$ cat src/sv/fcpu_pkg.sv
// Fly camera pose update: shared types, constants and rounding helpers.
// Used by the top level, the CORDIC unit and the port checker.
package fcpu_pkg;

    localparam int CORDIC_ITERATIONS = 16;
    localparam int ATAN_COUNT        = 24;
    localparam int CORDIC_STEPS      = (CORDIC_ITERATIONS < ATAN_COUNT) ?
                                       CORDIC_ITERATIONS : ATAN_COUNT;
    localparam int CORDIC_CNT_W      = $clog2(CORDIC_STEPS);
    localparam int ATAN_IDX_W        = $clog2(ATAN_COUNT);

    localparam int CFG_IDX_W = 4;
    localparam logic [CFG_IDX_W-1:0] CFG_LOOK_SENS  = 4'd0;
    localparam logic [CFG_IDX_W-1:0] CFG_MOVE_SPEED = 4'd1;

    localparam logic [15:0] SENS_RESET  = 16'd12288;
    localparam logic [15:0] SPEED_RESET = 16'd12288;

    localparam logic signed [18:0] YAW_TURN    = 19'sd46080;
    localparam logic signed [18:0] YAW_HALF    = 19'sd23040;
    localparam logic signed [18:0] PITCH_LIMIT = 19'sd11392;

    localparam logic signed [33:0] INV_GAIN = 34'sd652032874;
    localparam logic signed [33:0] DEG_90   = 34'sd1509949440;
    localparam logic signed [33:0] DEG_180  = 34'sd3019898880;

    localparam logic signed [31:0] POS_X_RESET = -32'sd32768;
    localparam logic signed [31:0] POS_Y_RESET = 32'sd0;
    localparam logic signed [31:0] POS_Z_RESET = 32'sd65536;
    localparam logic signed [15:0] UNIT_ONE    = 16'sd32767;

    typedef enum logic [0:0] {
        OP_LOOK = 1'b0,
        OP_MOVE = 1'b1
    } op_t;

    typedef struct packed {
        logic               operation;
        logic signed [15:0] mouse_dx;
        logic signed [15:0] mouse_dy;
        logic               key_forward;
        logic               key_back;
        logic               key_left;
        logic               key_right;
        logic [15:0]        delta_time;
    } in_item_t;

    typedef struct packed {
        logic signed [31:0] pos_x;
        logic signed [31:0] pos_y;
        logic signed [31:0] pos_z;
        logic signed [15:0] front_x;
        logic signed [15:0] front_y;
        logic signed [15:0] front_z;
        logic signed [15:0] right_x;
        logic signed [15:0] right_y;
        logic signed [15:0] right_z;
        logic signed [15:0] up_x;
        logic signed [15:0] up_y;
        logic signed [15:0] up_z;
    } out_item_t;

    typedef struct packed {
        logic               start;
        logic signed [15:0] angle;
    } cordic_req_t;

    typedef struct packed {
        logic               done;
        logic signed [31:0] cos_v;
        logic signed [31:0] sin_v;
    } cordic_rsp_t;

    // atan(2^-i) in 2^-24 degree units
    function automatic logic signed [33:0] atan_val(input logic [ATAN_IDX_W-1:0] idx);
        logic signed [33:0] r;
        case (idx)
            5'd0:    r = 34'sd754974720;
            5'd1:    r = 34'sd445687602;
            5'd2:    r = 34'sd235489089;
            5'd3:    r = 34'sd119537938;
            5'd4:    r = 34'sd60000934;
            5'd5:    r = 34'sd30029717;
            5'd6:    r = 34'sd15018523;
            5'd7:    r = 34'sd7509720;
            5'd8:    r = 34'sd3754917;
            5'd9:    r = 34'sd1877466;
            5'd10:   r = 34'sd938734;
            5'd11:   r = 34'sd469367;
            5'd12:   r = 34'sd234684;
            5'd13:   r = 34'sd117342;
            5'd14:   r = 34'sd58671;
            5'd15:   r = 34'sd29335;
            5'd16:   r = 34'sd14668;
            5'd17:   r = 34'sd7334;
            5'd18:   r = 34'sd3667;
            5'd19:   r = 34'sd1833;
            5'd20:   r = 34'sd917;
            5'd21:   r = 34'sd458;
            5'd22:   r = 34'sd229;
            5'd23:   r = 34'sd115;
            default: r = 34'sd0;
        endcase
        return r;
    endfunction

    // Q.60 product to Q1.15, halves up, saturated
    function automatic logic signed [15:0] rnd45(input logic signed [65:0] v);
        logic signed [65:0] t;
        t = (v + (66'sd1 <<< 44)) >>> 45;
        if (t > 66'sd32767) return 16'sh7fff;
        if (t < -66'sd32768) return 16'sh8000;
        return t[15:0];
    endfunction

    // Q2.30 to Q1.15, halves up, saturated
    function automatic logic signed [15:0] rnd15(input logic signed [32:0] v);
        logic signed [33:0] t;
        t = ($signed({v[32], v}) + 34'sd16384) >>> 15;
        if (t > 34'sd32767) return 16'sh7fff;
        if (t < -34'sd32768) return 16'sh8000;
        return t[15:0];
    endfunction

endpackage

$ cat src/sv/fcpu_cordic.sv
// Iterative rotation-mode CORDIC: one micro-rotation per cycle.
// Depends on fcpu_pkg for the arctangent table and request/response types.
module fcpu_cordic
    import fcpu_pkg::*;
(
    input  logic        aclk,
    input  logic        aresetn,
    input  cordic_req_t req,
    output cordic_rsp_t rsp
);

    logic                    busy_reg, busy_next;
    logic                    done_reg, done_next;
    logic                    neg_reg, neg_next;
    logic [CORDIC_CNT_W-1:0] cnt_reg, cnt_next;
    logic signed [33:0]      x_reg, x_next;
    logic signed [33:0]      y_reg, y_next;
    logic signed [33:0]      z_reg, z_next;
    logic signed [33:0]      z_init;
    logic signed [33:0]      x_sh, y_sh, atan_i;
    logic signed [33:0]      x_out, y_out;

    assign x_sh   = x_reg >>> cnt_reg;
    assign y_sh   = y_reg >>> cnt_reg;
    assign atan_i = atan_val(ATAN_IDX_W'(cnt_reg));
    assign z_init = {req.angle[15], req.angle, 17'd0};

    always_comb begin
        busy_next = busy_reg;
        done_next = 1'b0;
        neg_next  = neg_reg;
        cnt_next  = cnt_reg;
        x_next    = x_reg;
        y_next    = y_reg;
        z_next    = z_reg;
        if (req.start) begin
            busy_next = 1'b1;
            cnt_next  = '0;
            x_next    = INV_GAIN;
            y_next    = '0;
            if (z_init > DEG_90) begin
                z_next   = z_init - DEG_180;
                neg_next = 1'b1;
            end else if (z_init < -DEG_90) begin
                z_next   = z_init + DEG_180;
                neg_next = 1'b1;
            end else begin
                z_next   = z_init;
                neg_next = 1'b0;
            end
        end else if (busy_reg) begin
            if (!z_reg[33]) begin
                x_next = x_reg - y_sh;
                y_next = y_reg + x_sh;
                z_next = z_reg - atan_i;
            end else begin
                x_next = x_reg + y_sh;
                y_next = y_reg - x_sh;
                z_next = z_reg + atan_i;
            end
            if (cnt_reg == CORDIC_CNT_W'(CORDIC_STEPS - 1)) begin
                busy_next = 1'b0;
                done_next = 1'b1;
            end else begin
                cnt_next = cnt_reg + 1'b1;
            end
        end
    end

    always_ff @(posedge aclk) begin
        if (!aresetn) begin
            busy_reg <= 1'b0;
            done_reg <= 1'b0;
        end else begin
            busy_reg <= busy_next;
            done_reg <= done_next;
        end
        neg_reg <= neg_next;
        cnt_reg <= cnt_next;
        x_reg   <= x_next;
        y_reg   <= y_next;
        z_reg   <= z_next;
    end

    assign x_out     = neg_reg ? -x_reg : x_reg;
    assign y_out     = neg_reg ? -y_reg : y_reg;
    assign rsp.done  = done_reg;
    assign rsp.cos_v = x_out[31:0];
    assign rsp.sin_v = y_out[31:0];

endmodule

$ cat config.mk
export PLATFORM = sky130hd
export DESIGN_NAME = fcpu_cordic
export DESIGN_NICKNAME = d
export VERILOG_FILES = /design/src/sv/fcpu_pkg.sv /design/src/sv/fcpu_cordic.sv
export SDC_FILE = /design/constraint.sdc
export NUM_CORES = 1
export LEC_CHECK = 0
export ABC_AREA = 1
export BUFFER_PORTS_ARGS = -buffer_cell sky130_fd_sc_hd__buf_2
export CORE_ASPECT_RATIO = 1.4
export CORE_MARGIN = 2
export CORE_UTILIZATION = 50
export DETAILED_ROUTE_END_ITERATION = 8
export HOLD_SLACK_MARGIN = 0.15
export PLACE_DENSITY = 0.67
export SYNTH_ARGS = -nofsm -noshare
export SYNTH_HDL_FRONTEND = slang
export SYNTH_SLANG_ARGS = --single-unit
export TNS_END_PERCENT = 10
$ cat constraint.sdc
create_clock -name aclk -period 4.85 [get_ports aclk]
set_input_delay 0.2425 -clock aclk [delete_from_list [all_inputs] [get_ports aclk]]
set_output_delay 0.2425 -clock aclk [all_outputs]
set_load 0.05 [all_outputs]
# --- After elaboration in Yosys (flattened, before gate mapping) ---
# Memory sizes are Yosys's and may differ from the RTL's. A register that Yosys moved wholly into a read port is not among the register bits.
# Cells that the tools add are included.
op_classes:
  addsub: 11
  order_cmp: 2
  n_eq_ne: 1
  shifts: 2
  n_mux: 16
  bitwise_logic: 3
  reduce_logical: 3
op_table:
  columns: ["op", "count"]
  rows:
  - ["two-way mux 34 bit", 7]
  - ["adder 34 bit", 3]
  - ["subtractor 34 bit", 3]
  - [">>> shifter 34 x 4 -> 34 bit", 2]
  - ["two-way mux 32 bit", 2]
  - ["negator 32 bit", 2]
  - ["adder 33 x 33 -> 34 bit (second input constant)", 1]
  - ["subtractor 33 x 33 -> 34 bit (second input constant)", 1]
  - ["> comparator 33 x 32 -> 1 bit (second input constant)", 1]
  - ["less-than comparator 33 x 32 -> 1 bit (second input constant)", 1]
  - ["two-way mux 4 bit", 2]
  - ["two-way mux 1 bit", 5]
  - ["adder 4 x 1 -> 4 bit (second input constant)", 1]
  - ["equality test 4 bit (second input constant)", 1]
  - ["inverter 1 bit", 3]
  - ["OR reduction 3 bit", 1]
  - ["AND reduction 2 bit", 1]
  - ["nonzero test 2 bit", 1]
totals:
  register_bits: 109
  romBits: 480
  in_bits: 19
  word_cells: 46
  n_memories: 1
mem_list:
  columns: ["memory", "words", "word_bits", "rd", "rd_ports_with_merged_regs", "wr", "line_no", "source"]
  rows:
  - ["(name not given)", 16, 30, 1, 1, 0, "fcpu_pkg.sv:77", "case (idx)"]

# --- Longest topological paths before layout ---
depth:
  depth_word: 5
  depth_mapped: 34
  depth_no_buf: 31

# --- Worst setup path before layout ---
# OpenSTA, ideal clock, no wires.
synth_timing:
  path_type: "reg-to-reg"
  from: "register cnt_reg[0]"
  to: "register y_reg[31]"
  setup_time_ps: 132
  arrival_time_ps: 3794
  t_required_ps: 4718
  path_slack_ps: 924
  path_stages_with_launch: 30
  path_buffers: 3
  period_less_slack_ps: 3926
  cell_sequence: "dfxtp_1 -> buf_6 -> inv_6 -> buf_6 -> buf_6 -> nand2_1 -> nand3_1 -> nand3_1 -> nand3_1 -> nand2_1 -> ha_1 -> nand2_2 -> nor2_2 -> nand3_2 -> nor2_4 -> nand2_2 -> o21ai_2 -> nand2_2 -> or2_4 -> xor2_1 -> ha_1 -> nand2_1 -> nor2_1 -> inv_1 -> o221ai_1 -> o21bai_1 -> a21boi_0 -> o21ai_0 -> xor2_1 -> o21ai_0"
synth_between:
  elab_chain_len: 3
  word_cells_on_any_way: 4
  classes_between: "add/sub (2); shift (1); mux (1)"
synth_lines:
  columns: ["item", "line_no", "source"]
  rows:
  - ["start: declaration", "fcpu_cordic.sv:15", "logic [CORDIC_CNT_W-1:0] cnt_reg, cnt_next;"]
  - ["start signal: assignment", "fcpu_cordic.sv:79", "cnt_reg <= cnt_next;"]
  - [">>> shifter 34 x 4 -> 34 bit (*)", "fcpu_cordic.sv:23", "assign x_sh = x_reg >>> cnt_reg;"]
  - ["adder 34 bit or subtractor 34 bit (tied branches)", "fcpu_cordic.sv:54, fcpu_cordic.sv:58", null]
  - ["two-way mux 34 bit (*)", "fcpu_cordic.sv:52", "if (!z_reg[33]) begin"]
  - ["end signal: assignment", "fcpu_cordic.sv:81", "y_reg <= y_next;"]
  - ["end: declaration", "fcpu_cordic.sv:17", "logic signed [33:0] y_reg, y_next;"]
# Mark *: on every way between the ends. The rest lies on a longest branch, timed or not.
# A chain may end at the register's enable or synchronous reset.

# --- Worst setup path after layout ---
layout_timing:
  from: "register cnt_reg[1]"
  to: "register y_reg[32]"
# The elaborated chain is that of the path after synthesis.

==> PnR_summary.wiki <==
{| class="wikitable"
! Metric !! Value
|-
| Status || complete, but fails checks
|-
| Failing checks || design-rule violations
|-
| Met1 WL || 24,030 microns
|-
| Top cells by count, synth || sky130_fd_sc_hd__nand2_1 (654), sky130_fd_sc_hd__nand3_1 (394), sky130_fd_sc_hd__nor2_1 (307)
|-
| Kind of cell with the highest combined delay on the critical path || simple AND/OR/NAND/NOR gates
|-
| Total via count in the routed design || 19,710
|-
| Max transition margin || approximately a quarter
|-
| Register bit total from synthesis || 139
|-
| Total core area || between 0.03 and 0.04 sq mm
|-
| Detailed-routing iteration count for the pre-antenna-repair pass || 9
|-
| Critical Path Slowest Stage Cell || sky130_fd_sc_hd__dfxtp_4
|-
| Routed length on met2 || ~32,000 microns
|-
| Number of buffers created by CTS || 17
|-
| Area of the die || approximately 0.037 sq mm
|-
| Dominant register cell in the synthesized netlist || sky130_fd_sc_hd__dfxtp_1
|-
| Fin crit period || about 4500 ps
|-
| Fraction of final layout cells with drive strength greater than 1 || 9.452%
|-
| Cell taking the most area after synthesis || sky130_fd_sc_hd__nand2_1
|-
| Register area share after synthesis || 17.89%
|-
| Clock transition at the registers of the reported paths || about 70 ps
|-
| Standard-cell row count || 81
|-
| Top fanout value on the critical path || 19
|-
| Global-route wire length before repair || roughly 97,000 microns
|-
| Overall routing resource usage || between 30% and 40%
|-
| Ordered list of cells on the worst path || inv_6, buf_8, nand3_1, nand3_1, nand2_1, o21ai_2, nand2_1, nor3_2, nand3_1, nor3_4, or2_2, nand2_1, xor2_1, ha_1, a21oi_1, inv_1, a21oi_1, nand2_1, a2111oi_0, o21ai_0, or2_2, nand3_1, o21ai_0
|-
| Switch share || ~60%
|-
| Total congestion overflow after global routing || 0
|-
| Max Cap Violations || 0
|-
| Average cell area after synthesis || approximately 6.1 sq um
|-
| Clock net sink count || roughly 140
|-
| Delay of the slowest cell on the worst path || roughly 430 ps
|-
| Hold Crit Class || in2reg
|-
| RePlAce Congestion || roughly 1.0
|-
| Post-synth design cell area || about 0.018 sq mm
|-
| Post-route insts no fill || 3,429
|-
| Area grow syn2layout || 10.49%
|-
| Routed met3 length || around 2500 microns
|-
| Final hold violation count || 0
|-
| Final worst path period share || roughly 93%
|-
| Maximum vdd drop || 0.6591 mV
|-
| Layout filler cell count || approximately 3,600
|-
| Clock Power Share || about 8.6%
|-
| Pin count of the biggest net entering global routing || 52
|-
| Vias per cell || between 5 and 6
|-
| Initial cell density of the core || slightly above 50%
|-
| Flop pwr share || 13.7%
|-
| Post-route total power || roughly 16 mW
|-
| Final routed wirelength across all metal layers || 62,030 microns
|-
| Post-synth net total || roughly 3,000
|-
| Cells after DPL || ~3,400
|-
| Number of setup violations in the final report || 0
|-
| EDFF count, synth || 35
|-
| CTS root buf || sky130_fd_sc_hd__clkbuf_16
|-
| Number of diodes || 0
|-
| Category of the worst setup path capture point || register
|-
| Initial antenna violation count || 0
|-
| Power Internal || about 6.5 mW
|-
| Ratio of total power to cell area || 839.6 mW/mm^2
|-
| Post-DP HPWL || ~50,000 microns
|-
| Clock insertion delay at the later pin of the skew report || approximately 470 ps
|-
| Final nets || between 3,000 and 4,000
|-
| Yosys cell types || 53
|-
| Net Switching || 9.714 mW
|-
| Routed Antenna Nets || 0
|-
| Max-slew violation count || 0
|-
| Critical setup path kind || reg2reg
|-
| Startpoint kind of the worst setup timing path || register
|-
| Leading cell types by total area after synthesis || sky130_fd_sc_hd__nand2_1 (14%), sky130_fd_sc_hd__dfxtp_1 (12%), sky130_fd_sc_hd__nand3_1 (11%), sky130_fd_sc_hd__ha_1 (8.2%), sky130_fd_sc_hd__nor2_1 (6.6%)
|-
| Warning count from the yosys run || 0
|-
| Htree depth || 4
|-
| Tightest Pin Transition || around 1100 ps
|-
| Max Clock Skew || 18.60 ps
|-
| # DRC || 4
|-
| Hold Worst Slack || between 150 and 200 ps
|-
| Via count of the first global-routing pass || about 19,000
|-
| Area fraction of the dominant cell type after synthesis || between 10% and 20%
|-
| Layout Utilization || ~56%
|-
| Leakage power || roughly 9.3 nW
|-
| Horiz. Die Dim || approximately 160 microns
|-
| CTS tree || built
|-
| Detailed Route Iter0 Violations || 1,268
|-
| Max clock buf depth || 2
|-
| Cell count after synthesis || just under 3,000
|-
| Uppermost routed layer || met4
|-
| Vert. Die Dim || around 230 microns
|-
| Sequential cell area in the final layout || roughly 0.0031 sq mm
|-
| RSZ-0062 raised after global routing || true
|-
| Most repeated cell in the gate-level netlist after synthesis || sky130_fd_sc_hd__nand2_1
|-
| Routed length per placed instance || ~18 microns
|-
| Number of input and output port buffers inserted || 83
|-
| Multi-input gate area in the final layout || 0.01274 sq mm
|-
| Share of synthesized registers carrying an async set or reset || 0%
|-
| Fmax || between 0.2 and 0.25 GHz
|-
| Critical Path AT || about 5000 ps
|-
| I/O Pins || 84
|-
| Number of buffers and inverters on the critical path || 3
|-
| Required arrival time at the worst endpoint || ~5200 ps
|-
| Combinational fraction of design power || slightly below 80%
|}
-- worst reg2reg max path, delay by kind of cell, from the launching register on --
kind	cells	cell delay, ps
AND/OR/NAND/NOR	12	1800
AO/OA/AOI/OAI	6	1260
flip-flops	1	430
buffers and inverters	3	410
adder cells (fa/ha/maj)	1	350
XOR/XNOR	1	150
-- kinds of logic after synthesis --
logic type                 count (synthesis)  synth area share [%]
DFF                                      139                 17.89
xor gates and xnor gates                 187                 9.354
and+or+nand+nor                         1496                 36.94
adders and majority gates                118                 8.561
buffers and inverters                    420                 9.854
AOI/OAI and AO/OA                        527                 17.40
-- power by group through the flow --
stage | combinational [mW] | sequential (mW) | clock (mW)
global route | 14.0 | 2.26 | 1.46
floorplan | 9.48 | 1.98 | 0
finish | 12.6 | 2.23 | 1.40
CTS | 12.4 | 2.21 | 1.42
global placement | 12.3 | 2.24 | 0
detailed placement | 12.3 | 2.24 | 0
-- layout make-up --
| cell class | instances | area share [%] |
|---|---|---|
| clock buffers | 17 | 2.199 |
| well taps | 456 | 2.949 |
| multi-input cells | 2328 | 65.85 |
| flip-flops and latches | 139 | 16.23 |
| clock inverters | 15 | 0.9895 |
| repair buffers | 159 | 5.627 |
| inverters | 315 | 6.163 |
-- final timing paths --
check,end,slack [ps],depth (start not counted),from
setup / recovery,y_reg[32],320,23,cnt_reg[1]
hold reg to reg,x_reg[0],600,2,x_reg[0]
hold / removal,z_reg[25],200,3,req[8]
setup reg to reg,y_reg[32],320,23,cnt_reg[1]
-- routing by layer --
layer  vias to the layer above  GRT usage [%]
li1                       9826              -
met1                      9065          37.05
met2                       631          62.37
met3                       188          3.147
met4                         0          19.38
met5                         -              0
-- cell usage in the layout (no fill, tap or decap), drive strengths merged, types with 37 or more instances in the layout --
| master | count |
|---|---|
| nand2 | 667 |
| xor2 | 126 |
| xnor2 | 61 |
| nor2 | 318 |
| nand3 | 402 |
| o21ai | 170 |
| a21oi | 195 |
| nor3 | 44 |
| inv | 321 |
| buf | 150 |
| dfxtp | 104 |
| ha | 115 |
| o22ai | 37 |
-- metrics by stage --
step	worst slack, ps	TNS [ps]	area [sq um]
after floorplan	924.0	0	17510
after global placement	155.0	0	18480
after detailed placement	87.61	0	18480
after CTS	36.42	0	19180
after global routing	-118.7	-221.8	19350
final	323.8	0	19350
-- timing repair --
| action | 4_1_cts | 5_1_grt |
|---|---|---|
| gates resized for setup | 0 | 36 |
| hold buffers | 9 | 0 |
| endpoints found under the setup margin | 0 | 28 |
| endpoints found under the hold margin | 10 | 0 |
| buffers inserted | 0 | 5 |
Note: power is estimated with default switching activity, not from simulation.
